## src/hdl/bia_pkg.sv

```systemverilog
// shared types and constants for the bitmap index allocator
package bia_pkg;

  localparam int SLOT_W    = 6;
  localparam int CNT_W     = 7;
  localparam int SUB_W     = 3;
  localparam int CID_W     = SLOT_W - SUB_W;
  localparam int CELL_SLOTS = 1 << SUB_W;
  localparam int NUM_CELLS = 1 << CID_W;
  localparam int MAX_SLOTS = NUM_CELLS * CELL_SLOTS;
  localparam int CFG_IDX_W = 1;

  localparam logic [CFG_IDX_W-1:0] CFG_CAPACITY = 1'b0;
  localparam logic [CFG_IDX_W-1:0] CFG_LOWEST   = 1'b1;

  typedef enum logic [1:0] {
    CMD_ALLOC   = 2'd0,
    CMD_CLAIM   = 2'd1,
    CMD_RELEASE = 2'd2
  } cmd_t;

  typedef enum logic [2:0] {
    STAT_OK        = 3'd0,
    STAT_FULL      = 3'd1,
    STAT_TAKEN     = 3'd2,
    STAT_NOT_TAKEN = 3'd3,
    STAT_RANGE     = 3'd4
  } status_t;

  typedef enum logic {
    CS_IDLE,
    CS_SCAN
  } ctrl_state_t;

  // request token travelling along the cell row
  typedef struct packed {
    logic             valid;
    cmd_t             op;
    logic [SUB_W-1:0] sub;
  } tok_t;

  // token injected by the controller into one cell
  typedef struct packed {
    logic             valid;
    logic [CID_W-1:0] target;
    cmd_t             op;
    logic [SUB_W-1:0] sub;
  } inj_t;

  // answer from the cell that finished the token
  typedef struct packed {
    logic              valid;
    status_t           status;
    logic [SLOT_W-1:0] slot;
  } rsp_t;

endpackage

```

## src/hdl/bitmap_index_allocator.sv

```systemverilog
// top level of the bitmap index allocator: controller and row of slot cells
//
// Request channel (req_valid, req_stall, cmd, slot_index) takes one item at a
// time; result channel (rsp_valid, rsp_stall, granted_slot, status,
// used_count) returns exactly one item per request, in order.
// Occupancy lives in a row of eight cells of eight slots each. Claim and
// release go straight to the cell that owns the slot; allocate sends a token
// along the row, one cell per cycle, from the cell holding the highest
// in-range slot (or cell 0 in compact mode) until a cell with a free
// in-range slot takes it. A new item is taken as soon as the previous
// result has left the internal result register and no token is in the
// row, so full, range and bad commands run at one item per cycle while
// rsp_stall stays low; claim, release and allocate items hold off the
// next request until their token has finished in the row.
// A result waiting under rsp_stall holds its payload; one more finished item
// can wait behind it before req_stall rises.
// Reset (rst, synchronous) clears all occupancy, the count, capacity and
// mode. Writing capacity clears all occupancy and the count.
module bitmap_index_allocator (
  input  logic                          clk,
  input  logic                          rst,
  input  logic                          cfg_wr_en,
  input  logic [bia_pkg::CFG_IDX_W-1:0] cfg_index,
  input  logic [bia_pkg::CNT_W-1:0]     cfg_data,
  input  logic                          req_valid,
  output logic                          req_stall,
  input  logic [1:0]                    cmd,
  input  logic [bia_pkg::SLOT_W-1:0]    slot_index,
  output logic                          rsp_valid,
  input  logic                          rsp_stall,
  output logic [bia_pkg::SLOT_W-1:0]    granted_slot,
  output logic [2:0]                    status,
  output logic [bia_pkg::CNT_W-1:0]     used_count
);
  import bia_pkg::*;

  logic             clear;
  logic             lowest_first;
  logic [CNT_W-1:0] cap_eff;
  inj_t             inj;
  rsp_t             chain_rsp;
  rsp_t             cell_rsp [NUM_CELLS];
  tok_t             to_below [NUM_CELLS];
  tok_t             to_above [NUM_CELLS];
  logic [NUM_CELLS-1:0] rsp_hits;

  bia_ctrl u_ctrl (
    .clk          (clk),
    .rst          (rst),
    .cfg_wr_en    (cfg_wr_en),
    .cfg_index    (cfg_index),
    .cfg_data     (cfg_data),
    .req_valid    (req_valid),
    .req_stall    (req_stall),
    .cmd          (cmd),
    .slot_index   (slot_index),
    .rsp_valid    (rsp_valid),
    .rsp_stall    (rsp_stall),
    .granted_slot (granted_slot),
    .status       (status),
    .used_count   (used_count),
    .clear        (clear),
    .lowest_first (lowest_first),
    .cap_eff      (cap_eff),
    .inj          (inj),
    .chain_rsp    (chain_rsp)
  );

  for (genvar i = 0; i < NUM_CELLS; i++) begin : g_cell
    tok_t above_in;
    tok_t below_in;
    if (i == NUM_CELLS - 1) begin : g_top
      assign above_in = '0;
    end else begin : g_mid_top
      assign above_in = to_below[i+1];
    end
    if (i == 0) begin : g_bot
      assign below_in = '0;
    end else begin : g_mid_bot
      assign below_in = to_above[i-1];
    end

    bia_cell #(
      .CELL_ID (i)
    ) u_cell (
      .clk          (clk),
      .rst          (rst),
      .clear        (clear),
      .lowest_first (lowest_first),
      .cap_eff      (cap_eff),
      .inj          (inj),
      .from_above   (above_in),
      .from_below   (below_in),
      .to_below     (to_below[i]),
      .to_above     (to_above[i]),
      .rsp          (cell_rsp[i])
    );

    assign rsp_hits[i] = cell_rsp[i].valid;
  end

  always_comb begin
    chain_rsp = '0;
    for (int i = 0; i < NUM_CELLS; i++) begin
      chain_rsp = rsp_t'(chain_rsp | cell_rsp[i]);
    end
  end

  // at most one cell may answer a token at a time
  a_one_token: assert property (@(posedge clk) disable iff (rst) $onehot0(rsp_hits))
    else $error("more than one cell answered");

  // an allocate token must find a slot before leaving the row
  a_no_drop: assert property (@(posedge clk) disable iff (rst)
    !to_below[0].valid && !to_above[NUM_CELLS-1].valid)
    else $error("allocate token left the cell row");

  // failed requests report slot zero
  a_err_slot: assert property (@(posedge clk) disable iff (rst)
    rsp_valid && status != STAT_OK |-> granted_slot == '0)
    else $error("nonzero slot on error result");

  // the count never runs past the slot space
  a_count: assert property (@(posedge clk) disable iff (rst)
    rsp_valid |-> used_count <= CNT_W'(MAX_SLOTS))
    else $error("used count above slot space");

endmodule

```

## src/hdl/bia_cell.sv

```systemverilog
// one cell of the occupancy row: eight slot bits and a token stage
module bia_cell #(
  parameter int CELL_ID = 0
) (
  input  logic                    clk,
  input  logic                    rst,
  input  logic                    clear,
  input  logic                    lowest_first,
  input  logic [bia_pkg::CNT_W-1:0] cap_eff,
  input  bia_pkg::inj_t           inj,
  input  bia_pkg::tok_t           from_above,
  input  bia_pkg::tok_t           from_below,
  output bia_pkg::tok_t           to_below,
  output bia_pkg::tok_t           to_above,
  output bia_pkg::rsp_t           rsp
);
  import bia_pkg::*;

  localparam logic [CID_W-1:0] CID = CID_W'(CELL_ID);

  logic [CELL_SLOTS-1:0] bits;
  logic [CELL_SLOTS-1:0] bits_next;
  logic [CELL_SLOTS-1:0] in_range;
  logic [CELL_SLOTS-1:0] free;
  logic [SUB_W-1:0]      pick;
  tok_t                  tok;
  tok_t                  tok_next;

  always_comb begin
    for (int j = 0; j < CELL_SLOTS; j++) begin
      in_range[j] = {1'b0, CID, SUB_W'(j)} < cap_eff;
    end
    free = ~bits & in_range;
    pick = '0;
    if (lowest_first) begin
      for (int j = CELL_SLOTS - 1; j >= 0; j--) begin
        if (free[j]) pick = SUB_W'(j);
      end
    end else begin
      for (int j = 0; j < CELL_SLOTS; j++) begin
        if (free[j]) pick = SUB_W'(j);
      end
    end

    bits_next = bits;
    to_below  = '0;
    to_above  = '0;
    rsp       = '0;
    if (tok.valid) begin
      case (tok.op)
        CMD_ALLOC: begin
          if (|free) begin
            bits_next[pick] = 1'b1;
            rsp.valid  = 1'b1;
            rsp.status = STAT_OK;
            rsp.slot   = {CID, pick};
          end else if (lowest_first) begin
            to_above = tok;
          end else begin
            to_below = tok;
          end
        end
        CMD_CLAIM: begin
          rsp.valid = 1'b1;
          rsp.slot  = {CID, tok.sub};
          if (bits[tok.sub]) begin
            rsp.status = STAT_TAKEN;
          end else begin
            rsp.status = STAT_OK;
            bits_next[tok.sub] = 1'b1;
          end
        end
        CMD_RELEASE: begin
          rsp.valid = 1'b1;
          rsp.slot  = {CID, tok.sub};
          if (!bits[tok.sub]) begin
            rsp.status = STAT_NOT_TAKEN;
          end else begin
            rsp.status = STAT_OK;
            bits_next[tok.sub] = 1'b0;
          end
        end
        default: begin
          rsp.valid  = 1'b1;
          rsp.status = STAT_RANGE;
        end
      endcase
    end

    // at most one token exists in the row, so the sources never collide
    if (inj.valid && inj.target == CID) begin
      tok_next.valid = 1'b1;
      tok_next.op    = inj.op;
      tok_next.sub   = inj.sub;
    end else if (from_above.valid) begin
      tok_next = from_above;
    end else begin
      tok_next = from_below;
    end
  end

  always_ff @(posedge clk) begin
    if (rst || clear) begin
      bits <= '0;
    end else begin
      bits <= bits_next;
    end
    if (rst) begin
      tok <= '0;
    end else begin
      tok <= tok_next;
    end
  end

endmodule

```

## src/hdl/bia_ctrl.sv

```systemverilog
// request decode, configuration, used count and result staging
module bia_ctrl (
  input  logic                          clk,
  input  logic                          rst,
  input  logic                          cfg_wr_en,
  input  logic [bia_pkg::CFG_IDX_W-1:0] cfg_index,
  input  logic [bia_pkg::CNT_W-1:0]     cfg_data,
  input  logic                          req_valid,
  output logic                          req_stall,
  input  logic [1:0]                    cmd,
  input  logic [bia_pkg::SLOT_W-1:0]    slot_index,
  output logic                          rsp_valid,
  input  logic                          rsp_stall,
  output logic [bia_pkg::SLOT_W-1:0]    granted_slot,
  output logic [2:0]                    status,
  output logic [bia_pkg::CNT_W-1:0]     used_count,
  output logic                          clear,
  output logic                          lowest_first,
  output logic [bia_pkg::CNT_W-1:0]     cap_eff,
  output bia_pkg::inj_t                 inj,
  input  bia_pkg::rsp_t                 chain_rsp
);
  import bia_pkg::*;

  ctrl_state_t       state;
  ctrl_state_t       state_next;
  logic [CNT_W-1:0]  capacity;
  logic [CNT_W-1:0]  used;
  logic [CNT_W-1:0]  used_next;
  logic [CNT_W-1:0]  last_slot;
  cmd_t              cur_op;
  logic              req_fire;
  logic              done_move;
  logic              imm_valid;
  status_t           imm_status;
  logic              done_valid;
  logic [SLOT_W-1:0] done_slot;
  status_t           done_status;
  logic [CNT_W-1:0]  done_used;

  always_comb begin
    cap_eff   = (capacity > CNT_W'(MAX_SLOTS)) ? CNT_W'(MAX_SLOTS) : capacity;
    last_slot = cap_eff - CNT_W'(1);
    done_move = done_valid && (!rsp_valid || !rsp_stall);
    req_stall = (state != CS_IDLE) || (done_valid && !done_move);
    req_fire  = req_valid && !req_stall;
    clear     = cfg_wr_en && (cfg_index == CFG_CAPACITY);

    inj        = '0;
    imm_valid  = 1'b0;
    imm_status = STAT_OK;
    if (req_fire) begin
      case (cmd_t'(cmd))
        CMD_ALLOC: begin
          if (used >= cap_eff) begin
            imm_valid  = 1'b1;
            imm_status = STAT_FULL;
          end else begin
            inj.valid = 1'b1;
            inj.op    = CMD_ALLOC;
            // start at the end of the live range that the search favors
            inj.target = lowest_first ? '0 : last_slot[SLOT_W-1:SUB_W];
          end
        end
        CMD_CLAIM, CMD_RELEASE: begin
          if ({1'b0, slot_index} >= cap_eff) begin
            imm_valid  = 1'b1;
            imm_status = STAT_RANGE;
          end else begin
            inj.valid  = 1'b1;
            inj.op     = cmd_t'(cmd);
            inj.target = slot_index[SLOT_W-1:SUB_W];
            inj.sub    = slot_index[SUB_W-1:0];
          end
        end
        default: begin
          imm_valid  = 1'b1;
          imm_status = STAT_RANGE;
        end
      endcase
    end

    used_next = used;
    if (chain_rsp.valid && chain_rsp.status == STAT_OK) begin
      used_next = (cur_op == CMD_RELEASE) ? used - CNT_W'(1) : used + CNT_W'(1);
    end

    state_next = state;
    case (state)
      CS_IDLE: if (inj.valid) state_next = CS_SCAN;
      CS_SCAN: if (chain_rsp.valid) state_next = CS_IDLE;
      default: state_next = CS_IDLE;
    endcase
  end

  always_ff @(posedge clk) begin
    if (rst) begin
      state        <= CS_IDLE;
      capacity     <= '0;
      lowest_first <= 1'b0;
      used         <= '0;
      done_valid   <= 1'b0;
      rsp_valid    <= 1'b0;
    end else begin
      state <= state_next;
      if (cfg_wr_en) begin
        case (cfg_index)
          CFG_CAPACITY: capacity <= cfg_data;
          CFG_LOWEST:   lowest_first <= cfg_data[0];
          default: ;
        endcase
      end
      used <= clear ? '0 : used_next;
      if (imm_valid || chain_rsp.valid) begin
        done_valid <= 1'b1;
      end else if (done_move) begin
        done_valid <= 1'b0;
      end
      if (done_move) begin
        rsp_valid <= 1'b1;
      end else if (!rsp_stall) begin
        rsp_valid <= 1'b0;
      end
    end
  end

  always_ff @(posedge clk) begin
    if (inj.valid) cur_op <= inj.op;
    if (imm_valid) begin
      done_slot   <= '0;
      done_status <= imm_status;
      done_used   <= used;
    end else if (chain_rsp.valid) begin
      done_slot   <= (chain_rsp.status == STAT_OK) ? chain_rsp.slot : '0;
      done_status <= chain_rsp.status;
      done_used   <= used_next;
    end
    if (done_move) begin
      granted_slot <= done_slot;
      status       <= done_status;
      used_count   <= done_used;
    end
  end

endmodule

```

## config.mk

```make
export PLATFORM = sky130hd
export DESIGN_NAME = bitmap_index_allocator
export DESIGN_NICKNAME = d
export VERILOG_FILES = /design/src/hdl/bia_pkg.sv /design/src/hdl/bitmap_index_allocator.sv /design/src/hdl/bia_cell.sv /design/src/hdl/bia_ctrl.sv
export SDC_FILE = /design/constraint.sdc
export NUM_CORES = 1
export LEC_CHECK = 0
export ABC_CLOCK_PERIOD_IN_PS = 5800
export BUFFER_PORTS_ARGS = -buffer_cell sky130_fd_sc_hd__clkbuf_2
export CORE_MARGIN = 3
export CORE_UTILIZATION = 45
export DETAILED_ROUTE_END_ITERATION = 10
export SLEW_MARGIN = 0
export SYNTH_ARGS = -nofsm -noshare
export SYNTH_HDL_FRONTEND = slang
export SYNTH_SLANG_ARGS = --single-unit
```

## constraint.sdc

```tcl
create_clock -name clk -period 5.8 [get_ports clk]
set_clock_uncertainty 0.05 [all_clocks]
set_input_delay 0.58 -clock clk [delete_from_list [all_inputs] [get_ports clk]]
set_output_delay 0.58 -clock clk [all_outputs]
set_load 0.01 [all_outputs]
```

# Word-level counts from Yosys, hierarchy flattened
# Cells that the tools add are included.
# Widths: inputs -> output; s select.
# totals
ff_bits	164
romBits	0
mem_bits_rw	0
latchBits	0
n_memories	0
# classes
n_div	0
n_eq_ne	51
n_mul	0
n_shift	0
n_lt_le_gt_ge	99
mux	356
bitwise_logic	57
n_reduce_logical	86
add_sub_neg	3
# ops
operator	count
$mux 6	73
$mux 3	110
$lt 6x7->1 const A	32
$mux 8	24
$pmux 8 s3	8
$mux 10	16
$and 8x8->8	16
$not 8->8	16
$or 8x8->8	16
$lt 5x7->1 const A	16
$pmux 6 s2	9
$pmux 4 s3	8
$or 10x10->10	7
$lt 3x4->1 const B	16
$mux 2	32
$reduce_or 8->1	8
$lt 4x7->1 const A	8
$demux 1 s3	16
$ge 3x1->1 const B	16
$mux 1	42
$reduce_and 5->1	8
$mux 7	5
$ne 2x1->1 const B	17
$logic_and 1x1->1	29
28 further kinds	104

# Logic depth before layout (Yosys ltp)
# depth
word_depth	28
depth_mapped	15
mapped_depth_nobuf	12

# Hierarchy
# Synthesis repeated with hierarchy kept, for this count alone.
# unflattened
cells_unflattened	1881
area_unflattened_um2	14841.7
# modules_own_cells
mod	cells_per_inst	seq_area_each_um2	area_per_inst_um2	instances
bia_ctrl	264	1321.3	2638.8	1
bia_cell (g_cell[7].u_cell)	208	280.3	1626.6	1
bia_cell (g_cell[0].u_cell)	200	280.3	1542.7	1
bia_cell (g_cell[2].u_cell)	205	280.3	1535.2	1
bia_cell (g_cell[3].u_cell)	208	280.3	1519.0	1
bia_cell (g_cell[4].u_cell)	201	280.3	1503.9	1
bia_cell (g_cell[5].u_cell)	199	280.3	1447.6	1
bia_cell (g_cell[6].u_cell)	184	280.3	1432.6	1
bia_cell (g_cell[1].u_cell)	181	280.3	1428.9	1
bitmap_index_allocator	31	0.0	166.4	1

# Least setup slack after synthesis
# No wires, ideal clock.
# synth_timing
path_type	register to register
from	register u_ctrl.capacity[6]
to	register g_cell[4].u_cell.tok[1] (netlist bit)
period_less_slack_ps	3508
n_path_buf	3
required_ps	5624
t_arrival_ps	3332
slack_ps	2292
setup_time_ps	126
stages_incl_launch_ff	15
path_cell_list	dfxtp_1 buf_4 clkinv_1 clkbuf_1 nand2_1 ha_1 a21o_1 a21oi_1 o21ai_0 a21boi_0 a2bb2oi_1 or4b_2 clkbuf_1 nand2b_1 o22ai_1
# synth_between
elab_chain_len	10
elab_cells_between_ends	41
cone_classes	1 x add/sub; 19 x order compare; 1 x eq/ne; 15 x mux; 2 x bitwise; 3 x reduce/logical
# synth_lines
item	line_no	rtl
start: declaration	bia_ctrl.sv:27	logic [CNT_W-1:0] capacity;
start signal: assignment	bia_ctrl.sv:108	CFG_CAPACITY: capacity <= cfg_data;
$gt 7x7->1	bia_ctrl.sv:42	cap_eff = (capacity > CNT_W'(MAX_SLOTS)) ? CNT_W'(MAX_SLOTS) : capacity;
$mux 7 *	bia_ctrl.sv:42	
$sub 6x1->6 (tied with other cells)	bia_ctrl.sv:43	last_slot = cap_eff - CNT_W'(1);
$mux 3 or $and 8x8->8 (tied branches)	bia_ctrl.sv:62, bia_cell.sv:33	
$mux 6 or $reduce_or 8->1 (tied branches)	bia_ctrl.sv:55, bia_cell.sv:52	
$pmux 6 s2 or $mux 6 (tied branches)	bia_ctrl.sv:53, bia_cell.sv:52	
$mux 9 or $mux 6 (tied branches)	bia_ctrl.sv:52, bia_cell.sv:50	
$eq 3x3->1 or $mux 6 (tied branches)	bia_cell.sv:91, bia_cell.sv:49	
$logic_and 1x1->1 or $mux 6 (tied branches)	bia_cell.sv:91, bia_cell.sv:95	
$mux 6 *	bia_cell.sv:91	if (inj.valid && inj.target == CID) begin
end signal: assignment	bia_cell.sv:111	tok <= tok_next;
end: declaration	bia_cell.sv:26	tok_t tok;
# Every way passes the cells marked *; elsewhere a longest branch is shown, timed or not.
# A chain may end at the register's enable or synchronous reset.

# Worst setup path after layout
# layout_timing
from	register u_ctrl.capacity[0]
to	register u_ctrl.done_used[3], data pin
# layout_between
elab_chain_len	19
elab_cells_between_ends	123
cone_classes	67 x order compare; 32 x mux; 15 x bitwise; 9 x reduce/logical
# layout_lines
item	line_no	rtl
$gt 7x7->1	bia_ctrl.sv:42	
$mux 7 *	bia_ctrl.sv:42	
$lt 1x7->1 (tied with other cells)	bia_cell.sv:31	in_range[j] = {1'b0, CID, SUB_W'(j)} < cap_eff;
$and 8x8->8	bia_cell.sv:33	free = ~bits & in_range;
$reduce_or 8->1	bia_cell.sv:52	if (|free) begin
$mux 10	bia_cell.sv:52	
$pmux 4 s3	bia_cell.sv:50	case (tok.op)
$mux 10	bia_cell.sv:49	if (tok.valid) begin
$or 10x10->10 (7 in series)	bitmap_index_allocator.sv:105	chain_rsp = rsp_t'(chain_rsp | cell_rsp[i]);
$logic_and 1x1->1	bia_ctrl.sv:84	if (chain_rsp.valid && chain_rsp.status == STAT_OK) begin
$mux 7	bia_ctrl.sv:84	
$mux 7	bia_ctrl.sv:133	end else if (chain_rsp.valid) begin
$mux 7 *	bia_ctrl.sv:129	if (imm_valid) begin
end signal: assignment	bia_ctrl.sv:132	done_used <= used;
end signal: assignment	bia_ctrl.sv:136	done_used <= used_next;
end: declaration	bia_ctrl.sv:39	logic [CNT_W-1:0] done_used;
# Every way passes the cells marked *; elsewhere a longest branch is shown, timed or not. The select of a mux whose other input is x is not followed.

==> metrics.txt <==
Post-synth EDFFs 28; via count 12.9k; initial drt markers around 1.5k; Gate power share roughly a fifth; Remaining DRCs 0; worst-margin pin slew around 1.1 ns; Detail Placement HPWL between 30000 and 40000 µm; Die X ~170 µm; CTS max path bufs 2; RSZ-0062 raised after global routing no; FF+latch count, synth roughly 160; top-area cell type share of the netlist area between 20% and 30%; setup_tns 0 ns; clock sinks 164; cells after synthesis 1556; Worst EP required between 5 and 6 ns; critical path's slowest cell dfxtp_1; row cnt between 50 and 60; register area share after synthesis about 29%; root buffer cell clkbuf_16; WL/cell between 20 and 25 µm; largest net degree at the start of global routing 47; Max Fanout on Critical Path 16; placed instance count 1853; Clk pin slew, worst setup/hold paths around 0.080 ns; hold crit path type in2reg; Total GRT Usage between 30 and 40%; vias in the first global route between 10k and 15k; total gr overflow 0; slowest cell delay on critical path approximately 0.90 ns; Non-Filler Instances around 1.9k; FF+latch area around 3600 µm²; Final Routed Wirelength 46100 µm; Tmin final around 4.7 ns; yosys warns 0; register share of total power between 40% and 50%; multi-input logic area roughly 8000 µm²; ANT nets after route 0; pwr/cell area roughly 230 nW/µm²; n_diodes 0; CTS tree yes; die area 29200 µm²; Port Buffers 38; Critical Path Source Type flop; layout net count approximately 1.6k; Hold Crit Start cfg_data[5]; Clk pwr share between 30% and 40%; global-route wire length before repair about 70000 µm; ys flop type dfxtp_1; ys async rst share 0%; status completed; Core Box Area ~26000 µm²; share of cells above drive strength 1 a little under a tenth; Worst slew margin 23.3%; reg-to-reg startpoint u_ctrl.capacity[0]; clock latency on the worst-skew pair around 0.46 ns; final period utilization roughly four fifths; Syn Nets between 1.5k and 2k; R2R Path End u_ctrl.done_used[3]; CTS H-tree depth 4; Fin. Hold Viols 0; most common library cells after synthesis dfxtp_1, nand2_1, a21oi_1, nor2_1, o21ai_0; synth top area cells dfxtp_1, edfxtp_1, ha_1, a21oi_1, o21ai_0; start point of the critical path u_ctrl.capacity[0]; RD Place Congestion between 1 and 1.5; initial antenna violation count 0; fmax ~210 MHz; Fill cells 2657; critical path endpoint u_ctrl.done_used[3]; Mapped Area 12200 µm²; Area Growth Syn to Fin 7.73%; Lkg Pwr approximately 4.6 nW; Syn Area/Cell between 7 and 8 µm²; # IOs 39; Initial Util a little under half; Setup Viol. Count Final 0; max-slew violations 0; most frequent cell after synthesis dfxtp_1; total CTS buffers 17; setup bufs post-CTS 0; area leader, netlist dfxtp_1; Die Span Y 171 µm; Post-CTS Resized 0; cell count of the worst reg-to-reg path 10; max cap viols 0; Via density approximately 7; worst-path cell chain nand4b_1 > buf_4 > a211o_1 > nor2b_1 > and3_1 > nor2b_1 > a2111o_1 > o21ai_4 > nor2_2 > mux2_2; Psw about 0.00095 W; Setup crit end kind flop; Crit Path Category reg2reg; most used cell, CP nor2b_1; VDD IR max between 0.15 and 0.2 mV; Net Sw Frac around a third; R2R Setup Slk about 1.1 ns; total iterations of the first detailed-routing run 6; Unique masters post-synth 88; hold_buf cts 0; Arrival @ worst endpoint about 4.8 ns; internal power slightly above 0.002 W
-- final cells by class --
class	instances	area share [%]
clock inverter	12	1.10
tap	335	3.18
multi-input combinational	1233	60.9
inverter	61	1.74
sequential	164	27.1
clock buffer	20	3.32
timing repair buffer	60	2.70
-- layer usage --
layer	vias up	global-route usage (%)	part of all wire [%]
met2	752	48.2	44
met4	0	13.8	4.4
li1	5877	-	-
met3	131	6.40	9.4
met5	-	0	0
met1	6102	42.0	43
-- critical path: cells and delay by family, from the launching register on --
family	cells	cell delay [ns]
and+or+nand+nor	5	1.83
muxes	1	0.41
DFF	1	0.90
buffers and inverters	1	0.37
AOI/OAI and AO/OA	3	0.84
-- how the worst min path moves through the flow --
| stage | end | slack [ns] | cells after the start |
|---|---|---|---|
| after global routing | u_ctrl.capacity[5] | 0.36 | 3 |
| final | u_ctrl.capacity[5] | 0.34 | 3 |
| after detailed placement | u_ctrl.used_count[0] | 0.35 | 0 |
| after floorplan | u_ctrl.status[0] | 0.35 | 0 |
| after global placement | u_ctrl.used_count[0] | 0.35 | 0 |
| after CTS | u_ctrl.capacity[5] | 0.33 | 3 |
-- through the flow --
| stage | total power [W] | hold WS, ns | instance area, µm² | setup slack (ns) | utilization, % |
|---|---|---|---|---|---|
| 3_5_place_dp | 0.00182 | 0.355 | 12600 | 1.26 | 47.8 |
| 2_1_floorplan | 0.00164 | 0.350 | 12200 | 2.29 | - |
| 5_1_grt | 0.00310 | 0.364 | 13200 | 0.967 | 50.0 |
| 6_report | 0.00298 | 0.336 | 13200 | 1.13 | 50.0 |
| 4_1_cts | 0.00298 | 0.333 | 13200 | 1.24 | 50.0 |
| 3_3_place_gp | 0.00181 | 0.351 | 12600 | 1.22 | 47.8 |
-- sequential cells by signal (all words and copies together) (netlist names) --
signal	count
u_ctrl.cur_op	2
u_ctrl.done_valid	1
u_ctrl.capacity	7
g_cell.u_cell.bits	64
u_ctrl.used	7
u_ctrl.done_slot	6
u_ctrl.used_count	7
u_ctrl.done_used	7
g_cell.u_cell.tok	48
u_ctrl.rsp_valid	1
u_ctrl.granted_slot	6
u_ctrl.state	1
u_ctrl.done_status	3
u_ctrl.status	3
u_ctrl.lowest_first	1
-- power groups by stage --
stage               sequential, W  combinational, W  clock, W
floorplan                 0.00124          0.000405         0
global placement          0.00124          0.000569         0
detailed placement        0.00124          0.000572         0
CTS                       0.00122          0.000574   0.00119
global route              0.00122          0.000641   0.00124
finish                    0.00122          0.000590   0.00118
-- cell families after synthesis --
group                    Yosys count  share of synthesized area, %
flip-flops                       164                          29.2
multiplexers                      29                          2.96
AO/OA/AOI/OAI                    584                          32.3
buffers and inverters            159                          5.26
XOR/XNOR                          10                         0.717
adder cells (fa/ha/maj)           53                          5.49
AND/OR/NAND/NOR                  557                          24.2
-- cell usage in the layout (no fill, tap or decap), types with 12 or more instances in the layout --
cell,n
a211oi_1,24
a21o_1,28
a21oi_1,115
a22o_1,16
a22oi_1,51
a31oi_1,32
a32o_1,16
a32oi_1,16
and2_1,13
and3_1,24
buf_4,22
clkbuf_16,17
clkbuf_2,38
dfxtp_1,136
edfxtp_1,28
ha_1,52
inv_1,60
mux2i_1,14
nand2_1,124
nand2b_1,51
nand3_1,62
nand3b_1,12
nand4_1,18
nor2_1,111
nor2b_1,38
nor3_1,33
o211ai_1,12
o21ai_0,112
o22ai_1,39
o31ai_1,20
or2_2,14
No activity file was read; power rests on OpenSTA's default activity.
